File: src/rtl/sbl_fifo.sv
// small register queue used between front, back and the result port
// depends on nothing
`default_nettype none

module sbl_fifo #(
  parameter int unsigned WIDTH = 25,
  parameter int unsigned DEPTH = 2
) (
  input  wire logic             clk_i,
  input  wire logic             rst_ni,
  input  wire logic             push_i,
  input  wire logic [WIDTH-1:0] data_i,
  output logic                  full_o,
  input  wire logic             pop_i,
  output logic      [WIDTH-1:0] data_o,
  output logic                  empty_o
);

  localparam int unsigned PTR_W = (DEPTH > 1) ? $clog2(DEPTH) : 1;
  localparam int unsigned CNT_W = $clog2(DEPTH + 1);

  logic [WIDTH-1:0] mem_q [DEPTH];
  logic [PTR_W-1:0] wr_q, wr_d, rd_q, rd_d;
  logic [CNT_W-1:0] cnt_q, cnt_d;
  logic             do_push, do_pop;

  assign full_o  = (cnt_q == CNT_W'(DEPTH));
  assign empty_o = (cnt_q == '0);
  assign do_push = push_i && !full_o;
  assign do_pop  = pop_i && !empty_o;
  assign data_o  = mem_q[rd_q];

  always_comb begin
    wr_d  = wr_q;
    rd_d  = rd_q;
    cnt_d = cnt_q;
    if (do_push) begin
      wr_d = (wr_q == PTR_W'(DEPTH - 1)) ? '0 : wr_q + 1'b1;
    end
    if (do_pop) begin
      rd_d = (rd_q == PTR_W'(DEPTH - 1)) ? '0 : rd_q + 1'b1;
    end
    if (do_push && !do_pop) begin
      cnt_d = cnt_q + 1'b1;
    end else if (do_pop && !do_push) begin
      cnt_d = cnt_q - 1'b1;
    end
  end

  always_ff @(posedge clk_i or negedge rst_ni) begin
    if (!rst_ni) begin
      wr_q  <= '0;
      rd_q  <= '0;
      cnt_q <= '0;
    end else begin
      wr_q  <= wr_d;
      rd_q  <= rd_d;
      cnt_q <= cnt_d;
    end
  end

  always_ff @(posedge clk_i) begin
    if (do_push) begin
      mem_q[wr_q] <= data_i;
    end
  end

endmodule

`default_nettype wire

File: config.mk
export PLATFORM = sky130hd
export DESIGN_NAME = sbl_fifo
export DESIGN_NICKNAME = d
export VERILOG_FILES = /design/src/rtl/sbl_fifo.sv
export SDC_FILE = /design/constraint.sdc
export NUM_CORES = 1
export LEC_CHECK = 0
export BUFFER_PORTS_ARGS = -buffer_cell sky130_fd_sc_hd__buf_4
export CORE_MARGIN = 1.5
export CORE_UTILIZATION = 25
export CTS_BUF_LIST = sky130_fd_sc_hd__clkbuf_8 sky130_fd_sc_hd__clkbuf_16
export CTS_CLUSTER_SIZE = 28
export DETAILED_ROUTE_END_ITERATION = 7
export GPL_ROUTABILITY_DRIVEN = 0
export PLACE_DENSITY = 0.43
export SLEW_MARGIN = 40
export SYNTH_ARGS = -nofsm -noshare
export SYNTH_HDL_FRONTEND = slang
export SYNTH_SLANG_ARGS = --single-unit
File: constraint.sdc
create_clock -name clk_i -period 2.9 [get_ports clk_i]
set_clock_uncertainty 0.05 [all_clocks]
set_input_delay 0.145 -clock clk_i [delete_from_list [all_inputs] [get_ports clk_i]]
set_output_delay 0.145 -clock clk_i [all_outputs]
set_load 0.005 [all_outputs]
## Word level (Yosys, flattened, before mapping)

Memories as Yosys holds them, arrays and structs flattened.
Cells that the tools add are included.

| word-level totals | value |
|---|---|
| flip-flop bits (word level) | 4 |
| output and inout bits | 27 |
| RAM bits | 50 |
| logic and storage cells | 25 |
| memories | 1 |

Memories:

| memory | words | bits a word | rd ports | clocked after memory_dff | write ports | line | RTL |
|---|---|---|---|---|---|---|---|
| mem_q | 2 | 25 | 1 | 0 | 1 | 22 | `logic [WIDTH-1:0] mem_q [DEPTH];` |

| cells by class | value |
|---|---|
| reductions and logical operators | 10 |
| equality and inequality tests | 1 |
| $add $sub $neg | 4 |
| mux-type cells | 6 |

Operators by type and width:

| kind | number |
|---|---|
| logical AND 1 bit | 4 |
| logical NOT 1 bit | 4 |
| two-way mux 1 bit | 4 |
| two-way mux 2 bit | 2 |
| adder 1 bit (second input constant) | 2 |
| adder 2 x 1 -> 2 bit (second input constant) | 1 |
| == test 2 bit (second input constant) | 1 |
| logical NOT 2 bit | 1 |
| nonzero test 2 bit | 1 |
| subtractor 2 x 1 -> 2 bit (second input constant) | 1 |

## Logic depth before layout (Yosys ltp)

Gate-level depths: netlist of run 1.

| logic depth | value |
|---|---|
| depth after elaboration | 7 |
| mapped depth | 7 |
| mapped depth without buffers | 7 |

## Least setup slack after synthesis of run 1

Ideal clock, no wire load.

| timing path | value |
|---|---|
| path kind | reg2reg |
| start | reg cnt_q[0] |
| end | mem mem_q[0][0] (enable) |
| clock period less this slack | 2171 ps |
| path slack | 729 ps |
| required time | 2443 ps |
| buffers on the path | 0 |
| cell stages (with the launch flop) | 4 |
| arrival | 1715 ps |
| cells stage by stage | dfrtp_1 nand2b_1 nand2_1 nor2_1 |

| on the way | value |
|---|---|
| word-level cells in the longest chain between the ends | 5 |

Ends and longest elaborated chain:

| item | line | RTL |
|---|---|---|
| start: declaration | 24 | `logic [CNT_W-1:0] cnt_q, cnt_d;` |
| start signal: assignment | 58 | `cnt_q <= cnt_d;` |
| == test 2 bit | 27 | `assign full_o = (cnt_q == CNT_W'(DEPTH));` |
| logical NOT 1 bit | 29 | `assign do_push = push_i && !full_o;` |
| logical AND 1 bit | 29 |  |
| two-way mux 1 bit | 63 | `if (do_push) begin` |
| two-way mux 1 bit (not written as such) | 64 | `mem_q[wr_q] <= data_i;` |
| end: declaration | 22 |  |

No other way between the ends.

## Worst setup path after layout of run 1

| timing path | value |
|---|---|
| start | reg rd_q |
| end | out data_o[3] |

| on the way | value |
|---|---|
| word-level cells in the longest chain between the ends | 1 |

Ends and longest elaborated chain:

| item | line | RTL |
|---|---|---|
| start: declaration | 23 | `logic [PTR_W-1:0] wr_q, wr_d, rd_q, rd_d;` |
| start signal: assignment | 57 | `rd_q <= rd_d;` |
| memory (2 x 25 bit) | - |  |
| end: declaration | 15 | `output logic [WIDTH-1:0] data_o,` |

No other way between the ends.

==> results of run 1 <==
==> final cells by class <==
cell class	instances	share of cell area, %
multi-input combinational	38	15.0
timing repair buffer	84	23.4
sequential	54	53.9
clock inverter	3	0.674
inverter	2	0.253
tap	105	4.42
clock buffer	5	2.32
==> logic make-up (layout without fill, tap and decap cells) <==
logic type / count (synthesis) / in the layout / synth area share [%]
xor+xnor: 5 / 5 / 2.08
flops: 54 / 54 / 76.2
fa+ha+maj: 1 / 1 / 0.595
mux: 25 / 25 / 16.8
buf+inv: 5 / 94 / 2.80
simple gates: 6 / 6 / 1.31
compound gates: 1 / 1 / 0.238
==> power groups by stage <==
stage	sequential (W)	clock, W	combinational (W)
2_1_floorplan	0.00114	0	0.000594
3_3_place_gp	0.00117	0	0.000895
3_5_place_dp	0.00118	0	0.000904
4_1_cts	0.00117	0.000433	0.000935
5_1_grt	0.00118	0.000456	0.000993
6_report	0.00116	0.000414	0.000905
==> worst register-to-register path, stage by stage (launching register included) <==
cell and delay [ns]:
dfrtp_1 0.45, nand2b_1 0.17, and3_1 0.40, buf_4 0.35
==> per-stage QoR <==
| step | utilization, % | cell area (sq um) | cells | worst slack, ns | total power, W |
|---|---|---|---|---|---|
| after floorplan | - | 2100 | 97 | 0.729 | 0.00173 |
| after global placement | 32.0 | 2620 | 257 | 1.16 | 0.00207 |
| after detailed placement | 32.0 | 2620 | 257 | 1.11 | 0.00209 |
| after CTS | 36.3 | 2970 | 291 | 0.770 | 0.00253 |
| after global routing | 36.3 | 2970 | 291 | 0.717 | 0.00263 |
| final | 36.3 | 2970 | 291 | 0.833 | 0.00248 |
==> cell usage in the layout, fill, tap and decap left out <==
cell type	synthesis	layout
clkbuf_8	0	5
nand2_1	1	1
xnor2_1	3	3
nor2_2	0	1
inv_1	2	3
and3_1	1	1
nand2b_1	1	1
o21ai_1	1	1
xor2_1	2	2
mux2_4	19	19
dlygate4sd3_1	0	26
dfrtp_1	4	4
ha_1	1	1
edfxtp_1	50	50
mux2_2	6	6
buf_4	0	58
inv_6	0	1
clkinvlp_4	0	1
nor2_1	3	2
==> worst max-delay path by stage <==
stage                     slack (ns)  depth (start not counted)            to      from
after floorplan                 0.73                          3   mem_q[0][0]  cnt_q[0]
after global placement          1.16                          3     data_o[4]      rd_q
after detailed placement        1.11                          3  mem_q[1][18]  cnt_q[0]
after CTS                       0.77                          3     data_o[2]      rd_q
after global routing            0.72                          3     data_o[4]      rd_q
final                           0.83                          3     data_o[3]      rd_q
==> flip-flops by register name, indices dropped and copies added (netlist names) <==
signal,count
mem_q,50
cnt_q,2
rd_q,1
wr_q,1
==> per-layer routing <==
metal | share of wire [%] | global-route usage (%) | vias to the layer above
li1 | - | - | 546
met1 | 47 | 11.5 | 544
met2 | 44 | 13.6 | 40
met3 | 7.0 | 3.70 | 5
met4 | 1.3 | 2.99 | 0
met5 | 0 | 0 | -
==> impl_metrics.yaml, run 1 <==
logic_synthesis:
  avgSynthCellArea_sq_um: 21.7
  synthTopCellsByArea: "edfxtp_1 71%, mux2_4 14%, dfrtp_1 4.8%, mux2_2 3.2%, buf_12 1.9%"
  synth_nets: 127
  synth.distinct_cells: 15
  synthArstFlopShare_pct: 7.41
  synth_top_area_share_pct: 71.4
  syn_inst: 97
  synth_seq_cells: 54
  synth_edf_count: 50
  synth_most_common_cell: "edfxtp_1"
  netlist_top_cells_count: "50 x edfxtp_1, 19 x mux2_4, 6 x mux2_2, 4 x dfrtp_1"
  yosys.area.top_type: "edfxtp_1"
  ys_seq_area_share_pct: 76.2
  ys.flop_type: "edfxtp_1"
  ys_warn_count: 0
  syn_area_sq_mm: 0.00210
power_and_ir_drop:
  clockPowerShare_pct: 16.7
  p_per_area_mw_per_mm2: 835
  power_frac_comb_pct: 36.5
  ir_drop_uv: 337
  sw_frac_of_total_pct: 27.9
  internal-power_w: 0.00179
  pwr-share-seq_pct: 46.8
  p_leak_nw: 1.18
  p_switching_w: 0.000691
clock_tree:
  cts_tree: "done"
  clock_latency_ns: 0.30
  cts_max_level: 2
  cts_buffer_depth: 2
  hold_buffers: 26
  cts_root_buf: "clkbuf_8"
  clock_sinks: 54
  cts_buffers: 5
  cts_setup_buffers: 0
  cts_resized: 0
  path_clk_slew_ns: 0.10
route:
  wl_um: 3800
  firstDrtPassIters: 4
  wl_per_cell_um: 13.0
  ant_nets: 0
  viasPerCell: 3.90
  drc: 0
  drt_iter0_drc: 39
  vias: 1135
floorplan:
  die_h_um: 94.7
  die-area_sq_mm: 0.00897
  start_util_pct: 25.7
  die_x_um: 94.7
  coreArea_sq_mm: 0.00818
  rows: 33
  io_pins: 56
sta:
  slew_viol_final: 0
  layout_min_cycle_time_ns: 2.07
  slew_headroom_pct: 68.7
  fin_crit_sh_pct: 71.3
  rsz0062_at_grt: "no"
  whs_ns: 0.0997
  setup_tns_ns: 0
  hold_violations: 0
  final-setup-viol-count: 0
  max_freq_mhz: 484
  tightestPinTransition_ns: 0.470
setup_path:
  crit_family: "flip-flops"
  worstPathMaxFanout: 18
  crit_type: "register to output pin"
  r2r-start: "cnt_q[0]"
  crit_path_top_delay_cell: "dfrtp_1"
  worstPathCellList: "buf_4 -> mux2_2 -> buf_4"
  r2r_cells: 3
  crit_path_frequent_cell: "buf_4"
  worstPathRequired_ns: 2.71
  slowest_delay_ns: 0.65
  start_kind: "register"
  arrival_ns: 1.87
  r2r_end: "mem_q[1][12]"
  r2r_slack_ns: 1.16
  cp-end-kind: "output pin"
  crit_buf_inv: 2
placement:
  io_buffers: 55
  dp_hpwl_um: 2670
final_layout:
  insertedDiodeCount: 0
  register_area_sq_mm: 0.00160
  finalNetCount: 215
  area_delta_synth_final_pct: 41.3
  multi_input_area_sq_um: 444
  drive_above_1_share_pct: 48.9
  fill_cells: 817
status:
  status: "finished, final reports clean"
job:
  drv_cap: 0
global_routing:
  grt_overflow_total: 0
  grt_pass1_vias: 1181
  grt_start_max_net_pins: 26
  antenna_found_initial: 0
  track_usage_pct: 8.93
  grt_pass1_wl_um: 5780
min_path:
  hold_class: "primary input to asynchronous set/reset pin"
No activity file was read; power rests on OpenSTA's default activity.
==> run 2: changes to the inputs <==
PLACE_DENSITY = 0.44   (was 0.43)
clock period = 1.8 ns   (was 2.9 ns; I/O delays follow)
==> run 2 against run 1 <==
Effect of this change: combinational power grew 70%; flip-flop and latch count is the same; sequential power grew 58%; register-to-register slack lost 0.91 ns; worst hold slack lost 0.041 ns; cell count grew 1.0%; clock power grew 87%; critical endpoint is now data_o[7]; die area is the same; core utilization grew 0.55 points; global-route usage is essentially flat; critical path type unchanged; total power grew 67%; cell area grew 1.5%.
==> impl_metrics.yaml, run 2 (same netlist as run 1, synthesis figures left out) <==
floorplan:
  die-area_sq_mm: 0.00897
  start_util_pct: 25.7
  rows: 33
  die_h_um: 94.7
  coreArea_sq_mm: 0.00818
  die_x_um: 94.7
  io_pins: 56
clock_tree:
  hold_buffers: 26
  cts_root_buf: "clkbuf_8"
  cts_resized: 0
  cts_buffers: 5
  cts_tree: "done"
  cts_buffer_depth: 2
  cts_max_level: 2
  clock_latency_ns: 0.29
  clock_sinks: 54
  path_clk_slew_ns: 0.08
  cts_setup_buffers: 0
power_and_ir_drop:
  sw_frac_of_total_pct: 26.4
  clockPowerShare_pct: 18.7
  p_per_area_mw_per_mm2: 1370
  pwr-share-seq_pct: 44.1
  ir_drop_uv: 728
  power_frac_comb_pct: 37.2
  internal-power_w: 0.00305
  p_switching_w: 0.00109
  p_total_w: 0.00414
  p_leak_nw: 1.21
setup_path:
  crit_buf_inv: 2
  worstPathMaxFanout: 17
  r2r_slack_ns: 0.25
  cp-end-kind: "output pin"
  start_kind: "register"
  worst-path-stages: 3
  worstPathCellList: "buf_4 -> mux2_2 -> buf_4"
  crit_family: "buffers and inverters"
  crit_type: "register to output pin"
  r2r_end: "cnt_q[1]"
  r2r-start: "cnt_q[0]"
  crit_path_top_delay_cell: "mux2_2"
  worstPathRequired_ns: 1.66
  r2r_cells: 7
  crit_path_frequent_cell: "buf_4"
  slowest_delay_ns: 0.39
  arrival_ns: 1.48
sta:
  rsz0062_at_grt: "no"
  hold_violations: 0
  slew_headroom_pct: 80.4
  setup_tns_ns: 0
  fin_crit_sh_pct: 89.9
  tightestPinTransition_ns: 0.294
  whs_ns: 0.0585
  final-setup-viol-count: 0
  layout_min_cycle_time_ns: 1.62
  slew_viol_final: 0
  max_freq_mhz: 618
route:
  viasPerCell: 3.90
  firstDrtPassIters: 3
  vias: 1148
  wl_um: 3760
  drc: 0
  wl_per_cell_um: 12.8
  drt_iter0_drc: 27
  ant_nets: 0
final_layout:
  final_cell_mix: "61 x buf_4, 50 x edfxtp_1, 26 x dlygate4sd3_1"
  multi_input_area_sq_um: 444
  finalNetCount: 218
  drive_above_1_share_pct: 50.3
  insertedDiodeCount: 0
  register_area_sq_mm: 0.00160
  fill_cells: 802
  largest_register_ffs: 50
  largest-register: "mem_q"
  layout_commonest_cell: "buf_4"
  area_delta_synth_final_pct: 43.4
  largestRegisters: "mem_q (50), cnt_q (2)"
min_path:
  hold_class: "primary input to asynchronous set/reset pin"
placement:
  dp_hpwl_um: 2620
  io_buffers: 55
global_routing:
  grt_overflow_total: 0
  track_usage_pct: 8.91
  grt_start_max_net_pins: 18
  antenna_found_initial: 0
  grt_pass1_vias: 1194
  grt_pass1_wl_um: 5860
job:
  drv_cap: 0
status:
  status: "finished, final reports clean"
-- run 2: cell types whose count changed in the layout (fill, tap and decap cells not counted) --
cell | before | now
buf_4 | 58 | 61
bufinv_16 | 0 | 1
dfrtp_1 | 4 | 3
inv_6 | 1 | 0
dfrtp_2 | 0 | 1
-- run 2: power by group through the flow --
stage                     Combinational (W)  Sequential [W]  Clock, W
final                               0.00154         0.00183  0.000776
after global routing                0.00168         0.00186  0.000859
after CTS                           0.00159         0.00183  0.000813
after detailed placement            0.00154         0.00186         0
after global placement              0.00152         0.00184         0
after floorplan                    0.000960         0.00183         0
-- run 2: stage by stage --
stage | worst slack (ns) | cells | instance area, sq um | utilization, %
CTS | 0.142 | 294 | 3010 | 36.9
detailed placement | 0.254 | 260 | 2640 | 32.3
global route | 0.110 | 294 | 3010 | 36.9
finish | 0.182 | 294 | 3010 | 36.9
floorplan | 0.0345 | 97 | 2100 | -
global placement | 0.303 | 260 | 2640 | 32.3
-- run 2: metal layers --
metal	vias to the layer above	track usage (%)	share of wire [%]
met4	0	2.24	0.69
met5	-	0	0
li1	546	-	-
met1	556	10.4	41
met2	42	15.5	51
met3	4	3.06	6.6
-- run 2: how the worst max path moves through the flow --
stage / slack (ns) / to / from
floorplan: 0.03 / mem_q[0][0] / cnt_q[0]
global placement: 0.30 / cnt_q[1] / cnt_q[0]
detailed placement: 0.25 / cnt_q[1] / cnt_q[0]
CTS: 0.14 / data_o[7] / rd_q
global route: 0.11 / data_o[7] / rd_q
finish: 0.18 / data_o[7] / rd_q
-- run 2: area by class of cell --
| type | instances | area share [%] |
|---|---|---|
| well taps | 105 | 4.36 |
| clock buffers | 5 | 2.28 |
| clock inverters | 3 | 1.37 |
| repair buffers | 87 | 23.8 |
| inverters | 2 | 0.249 |
| flip-flops and latches | 54 | 53.2 |
| multi-input cells | 38 | 14.7 |
